<file path="config.mk">
export PLATFORM = sky130hd
export DESIGN_NAME = ring_frame_receiver
export DESIGN_NICKNAME = d
export VERILOG_FILES = /design/src/rfr_pkg.sv /design/src/rfr_parser.sv /design/src/rfr_cmd_queue.sv /design/src/rfr_emitter.sv /design/src/ring_frame_receiver.sv
export SDC_FILE = /design/constraint.sdc
export NUM_CORES = 1
export LEC_CHECK = 0
export BUFFER_PORTS_ARGS = -buffer_cell sky130_fd_sc_hd__buf_2
export CAP_MARGIN = 20
export CELL_PAD_IN_SITES_DETAIL_PLACEMENT = 0
export CELL_PAD_IN_SITES_GLOBAL_PLACEMENT = 1
export CORE_UTILIZATION = 30
export DETAILED_ROUTE_END_ITERATION = 7
export PLACE_DENSITY_LB_ADDON = 0.2
export SLEW_MARGIN = 20
export SYNTH_ARGS = -nofsm -noshare
export SYNTH_HDL_FRONTEND = slang
export SYNTH_SLANG_ARGS = --single-unit
</file>
<file path="constraint.sdc">
create_clock -name clock -period 4.21 [get_ports clock]
set_input_delay 0.2105 -clock clock [delete_from_list [all_inputs] [get_ports clock]]
set_output_delay 0.2105 -clock clock [all_outputs]
set_load 0.005 [all_outputs]
</file>
<file path="src/rfr_pkg.sv">
package rfr_pkg;

   // Frame parser phases.
   typedef enum logic [1:0] {
      PH_IDLE,
      PH_SRC,
      PH_LEN,
      PH_PAY
   } phase_type;

   // Result kinds as they appear on the result channel.
   typedef enum logic [2:0] {
      KIND_FWD    = 3'd0,
      KIND_VALUE  = 3'd1,
      KIND_UNREC  = 3'd2,
      KIND_HDR_TO = 3'd3,
      KIND_PAY_TO = 3'd4
   } kind_type;

   // Register indexes on the configuration port (byte address is 4 * index).
   localparam logic [2:0] REG_OWN       = 3'd0;
   localparam logic [2:0] REG_HEARTBEAT = 3'd1;
   localparam logic [2:0] REG_CRYING    = 3'd2;
   localparam logic [2:0] REG_MOTOR     = 3'd3;
   localparam logic [2:0] REG_TIMEOUT   = 3'd4;

   // Payload opcodes recognized in a consumed frame.
   localparam logic [7:0] CHAR_H = 8'h48;
   localparam logic [7:0] CHAR_C = 8'h43;
   localparam logic [7:0] CHAR_A = 8'h41;
   localparam logic [7:0] CHAR_R = 8'h52;

   // Depth of the command queue between parser and emitter.
   localparam int QueueDepth = 4;

   typedef struct packed {
      logic [7:0]  own;
      logic [7:0]  heartbeat;
      logic [7:0]  crying;
      logic [7:0]  motor;
      logic [15:0] timeout;
   } cfg_type;

   // One command expands to one result, or to three forwarded header bytes
   // when triple is set. The last flag applies to the final result only.
   typedef struct packed {
      kind_type   kind;
      logic       triple;
      logic [7:0] d0;
      logic [7:0] d1;
      logic [7:0] d2;
      logic       last;
   } cmd_type;

endpackage

</file>
<file path="src/rfr_parser.sv">
module rfr_parser
   import rfr_pkg::*;
(
   input  logic       clock,
   input  logic       reset,
   input  cfg_type    cfg,
   input  logic       in_valid,
   input  logic       in_action,
   input  logic [7:0] in_byte,
   output logic       in_stall,
   input  logic       q_full,
   output logic       push,
   output cmd_type    cmd
);

   phase_type   phase_ff, phase_in;
   logic [7:0]  dest_ff, dest_in;
   logic [7:0]  src_ff, src_in;
   logic [7:0]  len_ff, len_in;
   logic [7:0]  left_ff, left_in;
   logic [7:0]  p0_ff, p0_in;
   logic [7:0]  p1_ff, p1_in;
   logic        passing_ff, passing_in;
   logic [15:0] ticks_ff, ticks_in;

   function automatic cmd_type evaluate(input logic [7:0] len, input logic [7:0] p0,
                                        input logic [7:0] p1, input logic [7:0] s,
                                        input cfg_type c);
      cmd_type r;
      logic    known;
      r      = '0;
      r.last = 1'b1;
      known  = (s == c.heartbeat) || (s == c.crying) || (s == c.motor);
      priority if (len >= 8'd2 && p0 == CHAR_H && s == c.heartbeat) begin
         r.kind = KIND_VALUE;
         r.d0   = p1;
      end else if (len >= 8'd2 && p0 == CHAR_C && s == c.crying) begin
         r.kind = KIND_VALUE;
         r.d0   = p1;
      end else if (len >= 8'd1 && p0 == CHAR_A && known) begin
         r.kind = KIND_VALUE;
         r.d0   = 8'd1;
      end else if (len >= 8'd2 && p0 == CHAR_R && known) begin
         r.kind = KIND_VALUE;
         r.d0   = p1;
      end else begin
         r.kind = KIND_UNREC;
      end
      return r;
   endfunction

   logic accept;
   assign in_stall = q_full;
   assign accept   = in_valid && !q_full;

   always_comb begin
      logic [16:0] ticks_plus;
      logic [7:0]  idx;
      logic [7:0]  left_next;
      logic [7:0]  p0_new;
      logic [7:0]  p1_new;
      phase_in   = phase_ff;
      dest_in    = dest_ff;
      src_in     = src_ff;
      len_in     = len_ff;
      left_in    = left_ff;
      p0_in      = p0_ff;
      p1_in      = p1_ff;
      passing_in = passing_ff;
      ticks_in   = ticks_ff;
      push       = 1'b0;
      cmd        = '0;
      ticks_plus = {1'b0, ticks_ff} + 17'd1;
      idx        = len_ff - left_ff;
      left_next  = left_ff - 8'd1;
      p0_new     = (idx == 8'd0) ? in_byte : p0_ff;
      p1_new     = (idx == 8'd1) ? in_byte : p1_ff;
      if (accept) begin
         if (in_action) begin
            if (phase_ff != PH_IDLE) begin
               if (ticks_plus >= {1'b0, cfg.timeout}) begin
                  push       = 1'b1;
                  cmd.kind   = (phase_ff == PH_PAY) ? KIND_PAY_TO : KIND_HDR_TO;
                  cmd.last   = 1'b1;
                  phase_in   = PH_IDLE;
                  ticks_in   = '0;
                  passing_in = 1'b0;
               end else begin
                  ticks_in = ticks_plus[15:0];
               end
            end
         end else begin
            ticks_in = '0;
            unique case (phase_ff)
               PH_IDLE: begin
                  dest_in    = in_byte;
                  p0_in      = '0;
                  p1_in      = '0;
                  passing_in = 1'b0;
                  phase_in   = PH_SRC;
               end
               PH_SRC: begin
                  src_in   = in_byte;
                  phase_in = PH_LEN;
               end
               PH_LEN: begin
                  len_in  = in_byte;
                  left_in = in_byte;
                  if (dest_ff != cfg.own) begin
                     push       = 1'b1;
                     cmd.kind   = KIND_FWD;
                     cmd.triple = 1'b1;
                     cmd.d0     = dest_ff;
                     cmd.d1     = src_ff;
                     cmd.d2     = in_byte;
                     cmd.last   = (in_byte == 8'd0);
                     passing_in = (in_byte != 8'd0);
                     phase_in   = (in_byte == 8'd0) ? PH_IDLE : PH_PAY;
                  end else begin
                     passing_in = 1'b0;
                     if (in_byte == 8'd0) begin
                        push     = 1'b1;
                        cmd      = evaluate(in_byte, p0_ff, p1_ff, src_ff, cfg);
                        phase_in = PH_IDLE;
                     end else begin
                        phase_in = PH_PAY;
                     end
                  end
               end
               PH_PAY: begin
                  left_in = left_next;
                  if (passing_ff) begin
                     push     = 1'b1;
                     cmd.kind = KIND_FWD;
                     cmd.d0   = in_byte;
                     cmd.last = (left_next == 8'd0);
                     if (left_next == 8'd0) begin
                        phase_in   = PH_IDLE;
                        passing_in = 1'b0;
                     end
                  end else begin
                     p0_in = p0_new;
                     p1_in = p1_new;
                     if (left_next == 8'd0) begin
                        push     = 1'b1;
                        cmd      = evaluate(len_ff, p0_new, p1_new, src_ff, cfg);
                        phase_in = PH_IDLE;
                     end
                  end
               end
               default: phase_in = PH_IDLE;
            endcase
         end
      end
   end

   always_ff @(posedge clock) begin
      if (reset) begin
         phase_ff   <= PH_IDLE;
         dest_ff    <= '0;
         src_ff     <= '0;
         len_ff     <= '0;
         left_ff    <= '0;
         p0_ff      <= '0;
         p1_ff      <= '0;
         passing_ff <= 1'b0;
         ticks_ff   <= '0;
      end else begin
         phase_ff   <= phase_in;
         dest_ff    <= dest_in;
         src_ff     <= src_in;
         len_ff     <= len_in;
         left_ff    <= left_in;
         p0_ff      <= p0_in;
         p1_ff      <= p1_in;
         passing_ff <= passing_in;
         ticks_ff   <= ticks_in;
      end
   end

endmodule

</file>
<file path="src/rfr_cmd_queue.sv">
module rfr_cmd_queue
   import rfr_pkg::*;
(
   input  logic    clock,
   input  logic    reset,
   input  logic    push,
   input  cmd_type push_cmd,
   input  logic    pop,
   output cmd_type head,
   output logic    empty,
   output logic    full
);

   localparam int PtrW   = $clog2(QueueDepth);
   localparam int CountW = $clog2(QueueDepth + 1);

   cmd_type           entries_ff [QueueDepth];
   logic [PtrW-1:0]   wr_ptr_ff, wr_ptr_in;
   logic [PtrW-1:0]   rd_ptr_ff, rd_ptr_in;
   logic [CountW-1:0] count_ff, count_in;

   assign head  = entries_ff[rd_ptr_ff];
   assign empty = (count_ff == '0);
   assign full  = (count_ff == CountW'(QueueDepth));

   always_comb begin
      wr_ptr_in = wr_ptr_ff;
      rd_ptr_in = rd_ptr_ff;
      count_in  = count_ff;
      if (push) begin
         wr_ptr_in = (wr_ptr_ff == PtrW'(QueueDepth - 1)) ? '0 : wr_ptr_ff + PtrW'(1);
      end
      if (pop) begin
         rd_ptr_in = (rd_ptr_ff == PtrW'(QueueDepth - 1)) ? '0 : rd_ptr_ff + PtrW'(1);
      end
      if (push && !pop) begin
         count_in = count_ff + CountW'(1);
      end else if (pop && !push) begin
         count_in = count_ff - CountW'(1);
      end
   end

   always_ff @(posedge clock) begin
      if (reset) begin
         wr_ptr_ff <= '0;
         rd_ptr_ff <= '0;
         count_ff  <= '0;
      end else begin
         wr_ptr_ff <= wr_ptr_in;
         rd_ptr_ff <= rd_ptr_in;
         count_ff  <= count_in;
      end
   end

   always_ff @(posedge clock) begin
      if (push) begin
         entries_ff[wr_ptr_ff] <= push_cmd;
      end
   end

endmodule

</file>
<file path="src/rfr_emitter.sv">
module rfr_emitter
   import rfr_pkg::*;
(
   input  logic       clock,
   input  logic       reset,
   input  cmd_type    head,
   input  logic       q_empty,
   output logic       pop,
   output logic       out_valid,
   input  logic       out_stall,
   output logic [2:0] out_kind,
   output logic [7:0] out_data,
   output logic       out_last
);

   logic [1:0] idx_ff, idx_in;
   logic       valid_ff, valid_in;
   kind_type   kind_ff, kind_in;
   logic [7:0] data_ff, data_in;
   logic       last_ff, last_in;

   logic out_free;
   logic emit;
   logic final_elem;

   assign out_free   = !valid_ff || !out_stall;
   assign emit       = out_free && !q_empty;
   assign final_elem = !head.triple || (idx_ff == 2'd2);
   assign pop        = emit && final_elem;

   always_comb begin
      kind_in  = kind_ff;
      data_in  = data_ff;
      last_in  = last_ff;
      idx_in   = idx_ff;
      valid_in = out_free ? 1'b0 : valid_ff;
      if (emit) begin
         valid_in = 1'b1;
         kind_in  = head.kind;
         last_in  = final_elem ? head.last : 1'b0;
         unique case (idx_ff)
            2'd0:    data_in = head.d0;
            2'd1:    data_in = head.d1;
            default: data_in = head.d2;
         endcase
         idx_in = final_elem ? 2'd0 : idx_ff + 2'd1;
      end
   end

   always_ff @(posedge clock) begin
      if (reset) begin
         idx_ff   <= '0;
         valid_ff <= 1'b0;
      end else begin
         idx_ff   <= idx_in;
         valid_ff <= valid_in;
      end
   end

   always_ff @(posedge clock) begin
      kind_ff <= kind_in;
      data_ff <= data_in;
      last_ff <= last_in;
   end

   assign out_valid = valid_ff;
   assign out_kind  = kind_ff;
   assign out_data  = data_ff;
   assign out_last  = last_ff;

endmodule

</file>
<file path="src/ring_frame_receiver.sv">
// Ring frame receiver.
// The req channel carries one event per transaction: req_action 0 means a byte
// (req_rx_byte) arrived from the UART, req_action 1 means a 1 ms tick elapsed.
// The rsp channel carries results: forwarded bytes of frames for other nodes,
// the value or unrecognized verdict of frames for this node, and timeouts.
// Both channels use valid/stall; a transaction completes when valid is high
// and stall is low. The APB-style port writes five registers at 4 * index.
// Throughput: one req transaction per cycle while the queue is not full. A
// length byte of a passed-on frame yields three results, which drain one per
// cycle on rsp while rsp is not stalled; the command queue (four entries)
// between parser and emitter absorbs the difference. A command is written
// into the queue at the accepting edge and moves into the output register
// once it is at the head and that register is free; the other two forwarded
// header bytes follow it out of the same queue entry.
// Reset (synchronous) returns the parser to idle, empties the queue, drops
// rsp_valid and restores register defaults. While rsp is stalled the output
// register holds its result; the queue keeps filling and req_stall rises only
// once the queue is full.
module ring_frame_receiver
   import rfr_pkg::*;
(
   input  logic        clock,
   input  logic        reset,
   // Input events
   input  logic        req_valid,
   output logic        req_stall,
   input  logic        req_action,
   input  logic [7:0]  req_rx_byte,
   // Results
   output logic        rsp_valid,
   input  logic        rsp_stall,
   output logic [2:0]  rsp_kind,
   output logic [7:0]  rsp_data,
   output logic        rsp_last,
   // Configuration port
   input  logic        psel,
   input  logic        penable,
   input  logic        pwrite,
   input  logic [4:0]  paddr,
   input  logic [31:0] pwdata,
   output logic [31:0] prdata,
   output logic        pready
);

   cfg_type cfg_ff, cfg_in;
   logic    cfg_write;
   logic [2:0] reg_index;

   assign pready    = 1'b1;
   assign reg_index = paddr[4:2];
   assign cfg_write = psel && penable && pwrite && pready;

   // Register writes keep only the low bits of the written data; addresses
   // beyond the last register are ignored.
   always_comb begin
      cfg_in = cfg_ff;
      if (cfg_write) begin
         unique case (reg_index)
            REG_OWN:       cfg_in.own       = pwdata[7:0];
            REG_HEARTBEAT: cfg_in.heartbeat = pwdata[7:0];
            REG_CRYING:    cfg_in.crying    = pwdata[7:0];
            REG_MOTOR:     cfg_in.motor     = pwdata[7:0];
            REG_TIMEOUT:   cfg_in.timeout   = pwdata[15:0];
            default:       cfg_in = cfg_ff;
         endcase
      end
   end

   always_comb begin
      unique case (reg_index)
         REG_OWN:       prdata = {24'd0, cfg_ff.own};
         REG_HEARTBEAT: prdata = {24'd0, cfg_ff.heartbeat};
         REG_CRYING:    prdata = {24'd0, cfg_ff.crying};
         REG_MOTOR:     prdata = {24'd0, cfg_ff.motor};
         REG_TIMEOUT:   prdata = {16'd0, cfg_ff.timeout};
         default:       prdata = '0;
      endcase
   end

   always_ff @(posedge clock) begin
      if (reset) begin
         cfg_ff.own       <= 8'd0;
         cfg_ff.heartbeat <= 8'd1;
         cfg_ff.crying    <= 8'd2;
         cfg_ff.motor     <= 8'd3;
         cfg_ff.timeout   <= 16'd20;
      end else begin
         cfg_ff <= cfg_in;
      end
   end

   // Front: parses each event and turns it into at most one command.
   logic    q_full;
   logic    q_empty;
   logic    push;
   logic    pop;
   cmd_type push_cmd;
   cmd_type head;

   rfr_parser u_parser (
      .clock     (clock),
      .reset     (reset),
      .cfg       (cfg_ff),
      .in_valid  (req_valid),
      .in_action (req_action),
      .in_byte   (req_rx_byte),
      .in_stall  (req_stall),
      .q_full    (q_full),
      .push      (push),
      .cmd       (push_cmd)
   );

   // Short queue that decouples the parser from the result channel.
   rfr_cmd_queue u_queue (
      .clock    (clock),
      .reset    (reset),
      .push     (push),
      .push_cmd (push_cmd),
      .pop      (pop),
      .head     (head),
      .empty    (q_empty),
      .full     (q_full)
   );

   // Back: expands each command into results in the output register.
   rfr_emitter u_emitter (
      .clock     (clock),
      .reset     (reset),
      .head      (head),
      .q_empty   (q_empty),
      .pop       (pop),
      .out_valid (rsp_valid),
      .out_stall (rsp_stall),
      .out_kind  (rsp_kind),
      .out_data  (rsp_data),
      .out_last  (rsp_last)
   );

endmodule

</file>
==> impl_metrics.tcl <==
set metrics [dict create \
    outcome "finished, violations left" \
    violations "DRC" \
    setup_viol 0 \
    rows 74 \
    p_leak_nw 5.10 \
    crit_family "adder cells" \
    rsz0062_at_grt "no" \
    p_comb_share_pct 14.0 \
    max-cap-violations 0 \
    internal_power_w 0.00470 \
    die_area_mm2 0.0422 \
    relSlewSlack_pct 29.6 \
    clkSlewWorstSetupHoldPaths_ns 0.06 \
    io_pins 100 \
    dr.pass1.iters 7 \
    cts_tree "yes" \
    ys_async_sr_fraction_pct 0 \
    nNetsFinal 1347 \
    final_cells 1807 \
    finalWeightedCongestion 0.775 \
    netlist_instances 1161 \
    slew_viol_final 0 \
    htreeDepth 1 \
    start_util_pct 30.4 \
    netSwitchingFraction_pct 25.5 \
    p_sw_w 0.00161 \
    vias 9040 \
    dieWidth_um 205 \
    grt_max_degree 79 \
    ys_seq_area_share_pct 51.4 \
    power_w 0.00631 \
    clock_path_buffers 3 \
    hold_viol_final 0 \
    dieHeight_um 205 \
    synth_area_mm2 0.0124 \
    hpwl_um 23200 \
    synth-seq-cells 255 \
    worstSkewPairLatency_ns 0.57 \
    cp_max_fo 3 \
    synth_cell_types 71 \
    period_needed_ns 3.93 \
    slowest_delay_ns 0.43 \
    wl_per_cell_um 18.9 \
    synthFlopType "edfxtp_1" \
    drc 1 \
    drive_gt1_share_pct 16.5 \
    fin_worst_skew_ns 0.00881 \
    yosysWarnings 0 \
    core_mm2 0.0408 \
    pre_cts_slack_ns -0.0304 \
    drt_first_iter_violations 575 \
    placedCellCount 1735 \
    clock-sinks 255 \
    io_buffers 64 \
    clkPwrFrac_pct 41.8 \
    setup_ws_ns 0.284 \
    startpoint_type "register" \
    tightest_slew_ns 1.05 \
    cts_buffers 29 \
    path_cells "ha_2 -> nand2_1 -> buf_4 -> nor2_2 -> nand3_1 -> xnor2_1 -> ha_1 -> nand2_1 -> o21a_1 -> a2bb2oi_1 -> a41oi_2 -> o31a_1 -> ha_2 -> inv_1 -> fa_1 -> xor2_1 -> or3_1 -> a21oi_1" \
    track_usage_pct 16.3 \
    syn_to_final_growth_pct 18.6 \
    fmax_ghz 0.255 \
    p_per_area_mw_per_mm2 429 \
    wirelength_um 34100 \
    critPathKind "reg -> reg" \
    hp-class "in -> reg" \
    crit_slowest_cell "fa_1" \
    end_kind "register" \
    worst_ir_drop_vdd_v 0.000288 \
    grt_overflow 0 \
    grt_pass1_wl_um 52700 \
    drt.antenna.violating_nets 0 \
    synth_edf_count 128 \
    finalCritPeriodShare_pct 93.3 \
    path_buf_inv 2 \
    sequentialPowerShare_pct 44.2 \
    fillers 4100 \
    avgSynthCellArea_um2 10.7 \
    grt_pass1_vias 8905 \
    final_area_mm2 0.0147 \
    vias_per_cell 5.00 \
    antenna_cells 0 \
    place_area_mm2 0.0135 \
    cp.required_ns 4.71 \
    grt_antenna_before_repair 3 \
    cp.arrival_ns 4.42 \
    cts_root_buffer "clkbuf_16" \
]
[layout by cell type, fill, tap and decap left out, types with 35 or more instances in the layout]
cell,Yosys,routed
nand3_1,60,60
a21oi_1,99,99
buf_4,17,40
buf_2,2,63
mux2i_1,55,55
xnor2_1,44,44
and2_1,35,35
inv_1,38,38
nand2_1,104,104
edfxtp_1,128,128
nor2_1,89,87
ha_1,40,38
dfxtp_1,127,125
[synth_stat cells (all sizes together) (27+ instances only)]
master  number  area (µm²)
mux2i       55         551
inv         38         143
clkbuf      52         195
mux4        29         653
dfxtp      127        2540
ha          40         500
edfxtp     128        3840
and2        35         219
a21oi       99         495
nand3       60         300
buf         27         168
o21ai       31         155
nand2      104         390
nor2        89         334
xnor2       44         385
[state kept, by name (all words and copies together), names as in the netlist, named ones only]
register,flops
u_queue.entries_ff,116
cfg_ff,48
u_parser.ticks_ff,16
u_emitter.out_data,8
u_parser.dest_ff,8
u_parser.left_ff,8
u_parser.len_ff,8
u_parser.p0_ff,8
u_parser.p1_ff,8
u_parser.src_ff,8
u_emitter.out_kind,3
u_queue.count_ff,3
u_emitter.idx_ff,2
u_parser.phase_ff,2
u_queue.rd_ptr_ff,2
u_queue.wr_ptr_ff,2
u_emitter.out_last,1
u_emitter.out_valid,1
u_parser.passing_ff,1
[metrics by stage]
stage | util [%] | hold slack, ns | setup TNS (ns)
6_report | 36.0 | 0.0440 | 0
5_1_grt | 36.0 | 0.0391 | 0
4_1_cts | 35.9 | 0.0109 | 0
3_5_place_dp | 33.0 | 0.459 | -0.0304
3_3_place_gp | 33.0 | 0.451 | 0
2_1_floorplan | - | 0.334 | 0
[path summary, 6_finish.rpt]
kind	start	to	slack [ns]	cells past startpoint
setup reg to reg	u_parser.ticks_ff[1]$_SDFFE_PP0P_	u_queue.count_ff[2]$_SDFFE_PP0P_	0.28	18
setup / recovery	u_parser.ticks_ff[1]$_SDFFE_PP0P_	u_queue.count_ff[2]$_SDFFE_PP0P_	0.28	18
hold reg to reg	u_emitter.out_valid$_SDFFE_PP0P_	u_emitter.out_valid$_SDFFE_PP0P_	0.46	2
hold / removal	req_rx_byte[7]	u_parser.dest_ff[7]$_SDFFE_PP0P_	0.04	3
[what timing repair did]
item,CTS,global route
pin swaps,0,4
resized for setup,1,11
hold buffers,17,0
hold endpoints to repair,37,0
endpoints found under the setup margin,1,1
buffers inserted,0,1
[logic make-up (layout without fill, tap and decap cells)]
logic type | count (synthesis) | after routing | share of synthesized area [%]
DFF | 255 | 255 | 51.4
and+or+nand+nor | 379 | 379 | 14.8
buffers and inverters | 117 | 216 | 4.07
AOI/OAI and AO/OA | 226 | 226 | 11.6
other | 2 | 17 | 0.0605
xor gates and xnor gates | 56 | 56 | 3.95
muxes | 84 | 84 | 9.70
adders and majority gates | 42 | 42 | 4.35
[layout make-up]
class	instances	area, µm²	share of cell area (%)
Clock buffer	42	825	5.60
Multi-Input combinational cell	804	5650	38.4
Clock inverter	12	178	1.21
Inverter	38	143	0.969
Sequential cell	255	6390	43.4
Timing Repair Buffer	124	866	5.88
Tap cell	532	666	4.52
[layer usage]
metal  share of wire (%)  GRT usage, %  routed length [µm]
met4                 1.8          3.78                 609
met3                 3.1          2.06                1040
met5                   0             0                   0
met1                  47          22.6               16200
met2                  48          26.9               16300
[worst reg2reg max path: stages, from the launching register on]
cell and delay [ns]:
dfxtp_2 0.34, ha_2 0.18, nand2_1 0.09, buf_4 0.15
nor2_2 0.16, nand3_1 0.11, xnor2_1 0.16, ha_1 0.30
nand2_1 0.12, o21a_1 0.23, a2bb2oi_1 0.17, a41oi_2 0.23
o31a_1 0.29, ha_2 0.22, inv_1 0.06, fa_1 0.43
xor2_1 0.17, or3_1 0.30, a21oi_1 0.15
[power groups by stage]
stage / logic (W) / clock network (W) / registers, W
after floorplan: 0.000583 / 0 / 0.00284
after global placement: 0.000884 / 0 / 0.00284
after detailed placement: 0.000887 / 0 / 0.00285
after CTS: 0.000901 / 0.00272 / 0.00279
after global routing: 0.000978 / 0.00281 / 0.00280
final: 0.000883 / 0.00264 / 0.00279
No activity file was read; power rests on OpenSTA's default activity.
